<file path="src/sv/assert_macros.svh">
// assertion helpers shared by the rtl
`ifndef ASSERT_MACROS_SVH
`define ASSERT_MACROS_SVH

// checked at every rising edge, suppressed while reset is high
`define ASSERT_CLK_RST(label, clk, rst, prop) \
   label: assert property (@(posedge clk) disable iff (rst) prop) \
      else $error("assertion failed");

// checked at every rising edge, reset included
`define ASSERT_CLK(label, clk, prop) \
   label: assert property (@(posedge clk) prop) \
      else $error("assertion failed");

`endif

</file>
<file path="src/sv/oaat_pkg.sv">
package oaat_pkg;

   localparam int unsigned HASH_W = 32;
   localparam int unsigned BYTE_W = 8;

   localparam logic [HASH_W-1:0] SEED_RESET = 32'h3FAC7125;

   typedef logic [HASH_W-1:0] hash_type;
   typedef logic [BYTE_W-1:0] byte_type;

   // per-transaction control handed to the accumulator
   typedef struct packed {
      logic fire;
      logic last;
   } step_type;

   // byte add (sign-extended) followed by the per-byte mix
   function automatic hash_type mix_byte(input hash_type h, input byte_type b);
      hash_type ext;
      hash_type t;
      ext = {{(HASH_W-BYTE_W){b[BYTE_W-1]}}, b};
      t = h + ext;
      t = t + (t << 10);
      t = t ^ (t >> 6);
      return t;
   endfunction

   function automatic hash_type final_mix(input hash_type h);
      hash_type t;
      t = h + (h << 3);
      t = t ^ (t >> 11);
      t = t + (t << 15);
      return t;
   endfunction

endpackage

</file>
<file path="src/sv/oaat_accum.sv">
module oaat_accum (
   input  logic              clock,
   input  logic              reset,
   input  oaat_pkg::step_type step,
   input  oaat_pkg::byte_type byte_in,
   input  oaat_pkg::hash_type seed,
   output oaat_pkg::hash_type mixed
);
   import oaat_pkg::*;

   hash_type running_ff;
   hash_type running_in;
   logic     in_message_ff;
   logic     in_message_in;
   hash_type start;

   // a new message starts from the seed as it stands at its first byte
   assign start = in_message_ff ? running_ff : seed;
   assign mixed = mix_byte(start, byte_in);

   always_comb begin
      running_in    = running_ff;
      in_message_in = in_message_ff;
      if (step.fire) begin
         running_in    = mixed;
         in_message_in = !step.last;
      end
   end

   always_ff @(posedge clock) begin
      if (reset) begin
         in_message_ff <= 1'b0;
      end else begin
         in_message_ff <= in_message_in;
      end
   end

   always_ff @(posedge clock) begin
      running_ff <= running_in;
   end

endmodule

</file>
<file path="src/sv/one_at_a_time_hash_stream.sv">
// One-at-a-time hash over a byte stream.
// req channel: one message byte per transaction, req_tlast marks the final
// byte of a message; every message has at least that one byte.
// rsp channel: one 32-bit hash per message, after its last byte.
// csr port: csr_we loads csr_wdata into the seed at the clock edge; the seed
// is sampled at the first byte of each message, so write it between messages.
// Throughput: one byte per cycle unless a stalled receiver backs up the
// pipeline, set by the combinational running-hash update (byte add and mix).
// A last byte passes the input register, then takes the byte mix into the
// middle stage and the final mix into the output register, where
// rsp_tvalid rises.
// Reset clears all valid flags, restores the seed to 0x3FAC7125 and starts a
// fresh message.
// When the receiver stalls, the finished hash holds in the output register,
// one more hash waits in the middle stage, and bytes keep flowing until a
// third last byte needs a slot; only then does req_tready drop.
`include "assert_macros.svh"

module one_at_a_time_hash_stream (
   input  logic                 clock,
   input  logic                 reset,
   input  logic                 req_tvalid,
   output logic                 req_tready,
   input  logic [7:0]           req_tdata,   // [7:0] byte_in
   input  logic                 req_tlast,
   output logic                 rsp_tvalid,
   input  logic                 rsp_tready,
   output logic [31:0]          rsp_tdata,   // [31:0] hash_out
   input  logic                 csr_we,
   input  oaat_pkg::hash_type   csr_wdata
);
   import oaat_pkg::*;

   hash_type seed_ff;
   hash_type seed_in;

   logic     s1_valid_ff, s1_valid_in;
   byte_type s1_byte_ff, s1_byte_in;
   logic     s1_last_ff, s1_last_in;

   logic     s2_valid_ff, s2_valid_in;
   hash_type s2_hash_ff, s2_hash_in;

   logic     out_valid_ff, out_valid_in;
   hash_type out_hash_ff, out_hash_in;

   logic     req_fire;
   logic     out_free;
   logic     s2_free;
   logic     s2_fire;
   logic     s1_fire;
   step_type step;
   hash_type mixed;

   assign out_free   = !out_valid_ff || rsp_tready;
   assign s2_fire    = s2_valid_ff && out_free;
   assign s2_free    = !s2_valid_ff || out_free;
   // bytes without last only update the running hash and never wait
   assign s1_fire    = s1_valid_ff && (!s1_last_ff || s2_free);
   assign req_tready = !s1_valid_ff || s1_fire;
   assign req_fire   = req_tvalid && req_tready;

   assign step.fire = s1_fire;
   assign step.last = s1_last_ff;

   oaat_accum u_accum (
      .clock   (clock),
      .reset   (reset),
      .step    (step),
      .byte_in (s1_byte_ff),
      .seed    (seed_ff),
      .mixed   (mixed)
   );

   always_comb begin
      seed_in = csr_we ? csr_wdata : seed_ff;

      s1_valid_in = s1_valid_ff;
      s1_byte_in  = s1_byte_ff;
      s1_last_in  = s1_last_ff;
      if (req_fire) begin
         s1_valid_in = 1'b1;
         s1_byte_in  = req_tdata;
         s1_last_in  = req_tlast;
      end else if (s1_fire) begin
         s1_valid_in = 1'b0;
      end

      s2_valid_in = s2_valid_ff;
      s2_hash_in  = s2_hash_ff;
      if (s1_fire && s1_last_ff) begin
         s2_valid_in = 1'b1;
         s2_hash_in  = mixed;
      end else if (s2_fire) begin
         s2_valid_in = 1'b0;
      end

      out_valid_in = out_valid_ff;
      out_hash_in  = out_hash_ff;
      if (s2_fire) begin
         out_valid_in = 1'b1;
         out_hash_in  = final_mix(s2_hash_ff);
      end else if (rsp_tready) begin
         out_valid_in = 1'b0;
      end
   end

   always_ff @(posedge clock) begin
      if (reset) begin
         seed_ff      <= SEED_RESET;
         s1_valid_ff  <= 1'b0;
         s2_valid_ff  <= 1'b0;
         out_valid_ff <= 1'b0;
      end else begin
         seed_ff      <= seed_in;
         s1_valid_ff  <= s1_valid_in;
         s2_valid_ff  <= s2_valid_in;
         out_valid_ff <= out_valid_in;
      end
   end

   always_ff @(posedge clock) begin
      s1_byte_ff  <= s1_byte_in;
      s1_last_ff  <= s1_last_in;
      s2_hash_ff  <= s2_hash_in;
      out_hash_ff <= out_hash_in;
   end

   assign rsp_tvalid = out_valid_ff;
   assign rsp_tdata  = out_hash_ff;

   // first edge after reset is released
   `ASSERT_CLK(a_idle_after_reset, clock, $past(reset) && !reset |-> !rsp_tvalid && req_tready)
   `ASSERT_CLK_RST(a_last_reaches_s2, clock, reset, s1_fire && s1_last_ff |=> s2_valid_ff)
   `ASSERT_CLK_RST(a_final_mix_out, clock, reset,
      s2_fire |=> rsp_tvalid && rsp_tdata == final_mix($past(s2_hash_ff)))

endmodule
</file>
<file path="config.mk">
export PLATFORM = sky130hd
export DESIGN_NAME = one_at_a_time_hash_stream
export DESIGN_NICKNAME = d
export VERILOG_FILES = /design/src/sv/oaat_pkg.sv /design/src/sv/oaat_accum.sv /design/src/sv/one_at_a_time_hash_stream.sv
export VERILOG_INCLUDE_DIRS = /design/src /design/src/sv
export SDC_FILE = /design/constraint.sdc
export NUM_CORES = 1
export LEC_CHECK = 0
export ABC_AREA = 1
export BUFFER_PORTS_ARGS = -buffer_cell sky130_fd_sc_hd__buf_2
export CAP_MARGIN = 20
export CORE_AREA = 4 4 135 137
export DETAILED_ROUTE_END_ITERATION = 8
export DIE_AREA = 0 0 139 141
export PLACE_DENSITY = 0.81
export SETUP_SLACK_MARGIN = 0.5
export SLEW_MARGIN = 40
export SYNTH_ARGS = -nofsm -noshare
export SYNTH_HDL_FRONTEND = slang
export SYNTH_SLANG_ARGS = --single-unit
export TNS_END_PERCENT = 30
</file>
<file path="constraint.sdc">
create_clock -name clock -period 6.18 [get_ports clock]
set_clock_uncertainty 0.05 [all_clocks]
set_input_delay 0.618 -clock clock [delete_from_list [all_inputs] [get_ports clock]]
set_output_delay 0.618 -clock clock [all_outputs]
set_load 0.1 [all_outputs]
</file>
**After elaboration in Yosys (flattened, before gate mapping)**

Cells that the tools add are included.

- $add $sub $neg: 4
- Multiplexer cells: 7
- Bitwise operators: 2
- Reduce and logical (&&, ||, !) cells: 15

Operators by type and width:

| kind | number |
|---|---|
| 32-bit adder | 4 |
| 32-bit 2-to-1 mux | 1 |
| 32-bit by 21-bit bitwise XOR with 32-bit output | 1 |
| 32-bit by 26-bit bitwise XOR with 32-bit output | 1 |
| 1-bit 2-to-1 mux | 6 |
| 2-bit nonzero test | 3 |
| 1-bit logical AND | 4 |
| 1-bit zero test | 4 |
| 1-bit logical OR | 4 |

- Register bits: 141
- Input bits: 46
- Output and inout bits: 34
- Logic and storage cells: 38

**Longest topological paths before layout**

- Depth after elaboration: 8
- Depth in mapped cells: 34
- Gate-level depth less buffers: 32

**By module**

From an unflattened synthesis, not the netlist that was laid out.

- Cell total of the unflattened synthesis: 1,411
- Area, all modules: 11,129.4 µm²

By module, submodules not included:

| module | instances | cells an instance | area an instance (µm²) | sequential area each (µm²) |
|---|---|---|---|---|
| one_at_a_time_hash_stream | 1 | 747 | 6,349.8 | 2,892.8 |
| oaat_accum | 1 | 664 | 4,779.6 | 980.9 |

**Least setup slack after synthesis**

No wires, ideal clock.

- Path kind: register to register
- Start: reg u_accum.in_message_ff
- End: reg s2_hash_ff[21] (data pin)
- Library setup time: 0.257 ns
- Arrival time: 4.154 ns
- Required time: 5.873 ns
- Path slack: 1.719 ns
- Stages on the path, launching flop included: 28
- Path buffers: 2
- Clock period less this slack: 4.461 ns
- Path through: dfxtp_1 clkbuf_1 clkbuf_1 o21ai_0 ha_1 fa_1 nand3_1 nand2_1 nand2_1 nand2_1 a21o_1 nand2_1 nand2_1 a21oi_1 o21ai_0 xor2_1 ha_1 nand2_1 nor3_1 nand2_1 o211ai_1 nand2_1 a21oi_1 nand3_1 nand2_1 xor2_1 nand3b_1 nand2_1

- Longest elaborated chain between the ends: 4

RTL lines:

| element | RTL line | text |
|---|---|---|
| start, declared | oaat_accum.sv:13 | `logic in_message_ff;` |
| start signal, assigned | oaat_accum.sv:34 | `in_message_ff <= in_message_in;` |
| 32-bit 2-to-1 mux | oaat_accum.sv:18 | `assign start = in_message_ff ? running_ff : seed;` |
| 32-bit adder | oaat_pkg.sv:22 | `t = h + ext;` |
| 32-bit adder | oaat_pkg.sv:23 | `t = t + (t << 10);` |
| 32-bit by 26-bit bitwise XOR with 32-bit output | oaat_pkg.sv:24 | `t = t ^ (t >> 6);` |
| via mixed[21] | one_at_a_time_hash_stream.sv:53 | `hash_type mixed;` |
| end signal, assigned | one_at_a_time_hash_stream.sv:125 | `s2_hash_ff <= s2_hash_in;` |
| end, declared | one_at_a_time_hash_stream.sv:42 | `hash_type s2_hash_ff, s2_hash_in;` |

The timed path passes the listed nets, and every way through them passes these cells.
A chain may end at the register's enable or synchronous reset.

**Final worst setup path**

- Start: reg s2_hash_ff[0]
- End: reg out_hash_ff[31] (netlist: rsp_tdata[31]) (data pin)

- Longest elaborated chain between the ends: 3

RTL lines:

| element | RTL line | text |
|---|---|---|
| 32-bit adder | oaat_pkg.sv:30 | `t = h + (h << 3);` |
| 32-bit by 21-bit bitwise XOR with 32-bit output | oaat_pkg.sv:31 | `t = t ^ (t >> 11);` |
| 32-bit adder | oaat_pkg.sv:32 | `t = t + (t << 15);` |
| end signal, assigned | one_at_a_time_hash_stream.sv:126 | `out_hash_ff <= out_hash_in;` |
| end, declared | one_at_a_time_hash_stream.sv:45 | `hash_type out_hash_ff, out_hash_in;` |

Every way passes these cells.

==> flow_summary_export.csv <==
group,metric,value,unit
clock_tree,clock_sink_count,141,
timing,post-route-min-period,5.209,ns
drt,post-route-drc-count,0,
logic_synthesis,seq_area_frac_synth,37.04,%
placed_design,io_port_bufs,79,
floorplan,num_io_pins,80,
logic_synthesis,synth_edf_count,105,
setup_path,slowest_delay,0.42,ns
drt,drt-total-wl,26920,µm
setup_path,worst-r2r-setup-slack,0.97,ns
finish,area_growth_syn_to_layout,11.65,%
timing,max-slew-margin-rel,52.41,%
setup_path,r2r_cells,24,
setup_path,rr_startpoint,"s2_hash_ff[0]$_DFFE_PP_",
clock_tree,post-cts-setup-buffer-count,0,
timing,fin_setup_tns,0,ns
logic_synthesis,synth.mux.area_fraction,0,%
setup_path,cp_data_required_time,6.32,ns
global_routing,grt_start_max_net_pins,50,
setup_path,worstReg2RegEnd,"rsp_tdata[31]$_DFFE_PP_",
logic_synthesis,synth_xor_xnor_area_share,9.691,%
global_routing,globalRouteTotalUtil,27.53,%
placed_design,place_congestion,1.005,
timing,worst_pin_slew,0.7063,ns
logic_synthesis,share_of_synthesized_flip_flops_with_an_asynchronous_set_or_reset,0,%
floorplan,die_area,19600,µm²
clock_tree,cts_htree_levels,4,
clock_tree,cts_root_buffer,"sky130_fd_sc_hd__clkbuf_16",
logic_synthesis,mappedNetlistNets,1455,
logic_synthesis,primary_ff_master_synth,"sky130_fd_sc_hd__edfxtp_1",
clock_tree,cts_max_path_buffers,2,
logic_synthesis,yosys.area_share.simple,20.06,%
logic_synthesis,syn_area_per_cell,7.983,µm²
timing,period_share,84.28,%
floorplan,fp.dieW,139,µm
timing,timing.final.setup_violations,0,
floorplan,floorplan.core_area,17060,µm²
drt,wl_per_cell,16.48,µm
setup_path,worstPathMaxFanout,5,
global_routing,gr-total-overflow,0,
clock_tree,number_of_gates_resized_after_cts,0,
min_path,worstHoldStart,"req_tdata[6]",
logic_synthesis,ys_seq_elements,141,
clock_tree,tritoncts.num_buffers,17,
finish,n_antenna_cell,0,
timing,maxClockFrequency,192.0,MHz
setup_path,critical_path_top_delay_cell,"sky130_fd_sc_hd__fa_1",
global_routing,grt_first_pass_wirelength,43180,µm
timing,slew_viols_final,0,
global_routing,grt_pass1_vias,8950,
clock_tree,cts.hold.buffers_added,0,
drt,drt_iter0_drc,800,
logic_synthesis,dominant_combinational_cell_family_by_area_after_synthesis,"simple AND/OR/NAND/NOR gates",
placed_design,place.detailed.hpwl,21820,µm
run,max_cap_viol_count,0,
setup_path,path_class,"reg -> reg",
setup_path,timing.critical_path.mode_cell,"sky130_fd_sc_hd__nand3_1",
drt,detail_route.first_pass.iterations,7,
run_status,status,"finished clean",
logic_synthesis,synth_compound_gate_area_share,13.95,%
min_path,worst_hold_path.endpoint,"s1_byte_ff[6]$_DFFE_PP_",
min_path,hold_path_class,"in -> reg",
timing,final_hold_viol_count,0,
clock_tree,tritoncts_clock_tree,"yes",
clock_tree,clkTransAtPathRegs,0.07,ns
timing,setup_repair_after_global_routing_missed_its_margin,"yes",
clock_tree,clock_insertion_delay_worst_skew,0.44,ns
logic_synthesis,synth-adder-area-share,12.13,%
setup_path,cp_cell_sequence,"ha_1 > fa_1 > nand3_1 > nand3_1 > nand3_1 > nand3_1 > a21oi_1 > nand3b_1 > nand2_1 > a21oi_1 > xnor2_1 > xor2_1 > ha_1 > nand3_1 > nand3_1 > nand2_1 > nand2_1 > a21boi_0 > o21ai_0 > a21oi_1 > o21ai_0 > a21oi_1 > nand3b_1 > nand2_1",
floorplan,starting_density,61.31,%
finish,layout_cells_sized_above_1,10.80,%
floorplan,floorplan.die.height,141,µm
floorplan,floorplan.rows,48,
logic_synthesis,synth.cell_area,10460,µm²
logic_synthesis,post_synth_inst_count,1310,
logic_synthesis,ys_warn_count,0,
setup_path,category_of_the_worst_setup_path_launch_point,"flop",
setup_path,timing.critical_path.to_type,"flop",
drt,detail-route-antenna-nets,0,
min_path,timing.hold.worst_path_depth,1,
logic_synthesis,yosys.cell_types.count,44,
drt,vias_per_cell,5.702,
drt,route.vias.total,9311,
finish,design.final.nets,1540,
global_routing,grt_antenna_before_repair,0,
setup_path,arrival,5.35,ns
-- sequential cells by signal, indices dropped and copies added, names as in the netlist --
| register | count |
|---|---|
| rsp_tdata | 32 |
| rsp_tvalid | 1 |
| s1_byte_ff | 8 |
| s1_last_ff | 1 |
| s1_valid_ff | 1 |
| s2_hash_ff | 32 |
| s2_valid_ff | 1 |
| seed_ff | 32 |
| u_accum.in_message_ff | 1 |
| u_accum.running_ff | 32 |
-- Yosys cell counts (5+ instances only) --
cell type	n	area [µm²]
sky130_fd_sc_hd__nor3_1	13	65.06
sky130_fd_sc_hd__a21boi_0	5	37.54
sky130_fd_sc_hd__edfxtp_1	105	3153
sky130_fd_sc_hd__xor2_1	91	797.0
sky130_fd_sc_hd__o21bai_1	5	37.54
sky130_fd_sc_hd__nand2_2	9	56.30
sky130_fd_sc_hd__a21o_1	6	45.04
sky130_fd_sc_hd__xnor2_1	21	183.9
sky130_fd_sc_hd__clkbuf_1	16	60.06
sky130_fd_sc_hd__nand4_1	14	87.58
sky130_fd_sc_hd__nand3b_1	6	45.04
sky130_fd_sc_hd__nor2_1	63	236.5
sky130_fd_sc_hd__o21ai_0	98	490.5
sky130_fd_sc_hd__dfxtp_1	36	720.7
sky130_fd_sc_hd__nand3_1	57	285.3
sky130_fd_sc_hd__ha_1	95	1189
sky130_fd_sc_hd__nand2_1	307	1152
sky130_fd_sc_hd__inv_1	177	664.4
sky130_fd_sc_hd__a21oi_1	126	630.6
sky130_fd_sc_hd__a31oi_1	9	56.30
-- area by class of cell --
class	count	area [µm²]
Tap cell	225	281.5
Sequential cell	141	3875
Inverter	180	675.6
Clock inverter	13	125.1
Timing Repair Buffer	84	440.4
Clock buffer	19	432.9
Multi-Input combinational cell	971	5846
Fill cell	1402	5380
-- layer usage --
| layer | global-route usage (%) | up-vias | share of wire, % |
|---|---|---|---|
| li1 | - | 4569 | - |
| met1 | 33.86 | 4255 | 41 |
| met2 | 47.76 | 394 | 48 |
| met3 | 4.512 | 93 | 6.6 |
| met4 | 12.46 | 0 | 4.4 |
| met5 | 0 | - | 0 |
-- worst max-delay path by stage --
stage | cells after the start | startpoint | endpoint
2_1_floorplan | 27 | u_accum.in_message_ff$_SDFFE_PP0P_ | s2_hash_ff[21]$_DFFE_PP_
3_5_place_dp | 26 | u_accum.in_message_ff$_SDFFE_PP0P_ | s2_hash_ff[21]$_DFFE_PP_
5_1_grt | 30 | s2_hash_ff[2]$_DFFE_PP_ | rsp_tdata[31]$_DFFE_PP_
4_1_cts | 29 | u_accum.in_message_ff$_SDFFE_PP0P_ | s2_hash_ff[20]$_DFFE_PP_
3_3_place_gp | 26 | u_accum.in_message_ff$_SDFFE_PP0P_ | s2_hash_ff[21]$_DFFE_PP_
6_report | 24 | s2_hash_ff[0]$_DFFE_PP_ | rsp_tdata[31]$_DFFE_PP_
-- worst max-delay path, delay by kind of cell, from the launching register on --
kind | cells | cell delay [ns]
AND/OR/NAND/NOR | 12 | 1.47
adder cells (fa/ha/maj) | 3 | 1.01
XOR/XNOR | 2 | 0.50
flip-flops | 1 | 0.40
AO/OA/AOI/OAI | 7 | 1.53
-- logic make-up after synthesis --
kind of cell	after synthesis
compound gates	270
xor+xnor	114
flops	141
buf+inv	198
simple gates	488
fa+ha+maj	99
-- stage by stage --
| stage | util (%) | instances | hold WS (ns) | worst slack, ns | area, µm² |
|---|---|---|---|---|---|
| floorplan | - | 1310 | 0.3740 | 1.719 | 10460 |
| global placement | 65.07 | 1600 | 0.3887 | 1.104 | 11100 |
| detailed placement | 65.16 | 1601 | 0.3957 | 1.064 | 11110 |
| CTS | 68.43 | 1633 | 0.2972 | 1.012 | 11670 |
| global route | 68.46 | 1633 | 0.2980 | 0.4696 | 11680 |
| finish | 68.46 | 1633 | 0.3088 | 0.9714 | 11680 |
-- layout by cell type, fill, tap and decap left out, types with 3 or more instances in the layout --
cell type                   synthesis  routed
sky130_fd_sc_hd__buf_2              0      79
sky130_fd_sc_hd__buf_4              0       3
sky130_fd_sc_hd__a21oi_2            4       5
sky130_fd_sc_hd__a21boi_0           5       5
sky130_fd_sc_hd__ha_1              95      95
sky130_fd_sc_hd__edfxtp_1         105     105
sky130_fd_sc_hd__a221oi_1           3       3
sky130_fd_sc_hd__nand3_2            3       3
sky130_fd_sc_hd__clkbuf_16          0      17
sky130_fd_sc_hd__a21oi_1          126     125
sky130_fd_sc_hd__inv_6              0       5
sky130_fd_sc_hd__o21a_1             4       4
sky130_fd_sc_hd__o21bai_1           5       5
sky130_fd_sc_hd__nor4_1             3       3
sky130_fd_sc_hd__nor2_2             4       5
sky130_fd_sc_hd__nand2_4            3       3
sky130_fd_sc_hd__o21ai_0           98      98
sky130_fd_sc_hd__inv_4              0       3
sky130_fd_sc_hd__xnor2_1           21      21
sky130_fd_sc_hd__nand2_1          307     307
sky130_fd_sc_hd__nand4_1           14      14
sky130_fd_sc_hd__nand3b_1           6       6
sky130_fd_sc_hd__a31oi_1            9       9
sky130_fd_sc_hd__fa_1               4       4
sky130_fd_sc_hd__nand3_1           57      57
sky130_fd_sc_hd__nor3_1            13      13
sky130_fd_sc_hd__a21o_1             6       6
sky130_fd_sc_hd__nand2_2            9       9
sky130_fd_sc_hd__dfxtp_1           36      35
sky130_fd_sc_hd__inv_2              3       4
sky130_fd_sc_hd__inv_1            177     176
sky130_fd_sc_hd__xor2_1            91      91
sky130_fd_sc_hd__o21ai_1            3       3
sky130_fd_sc_hd__nor2_1            63      62
Power is left out: the tool's default activity adds up to more than one toggle a clock period on the data nets, which glitch-free logic cannot reach.
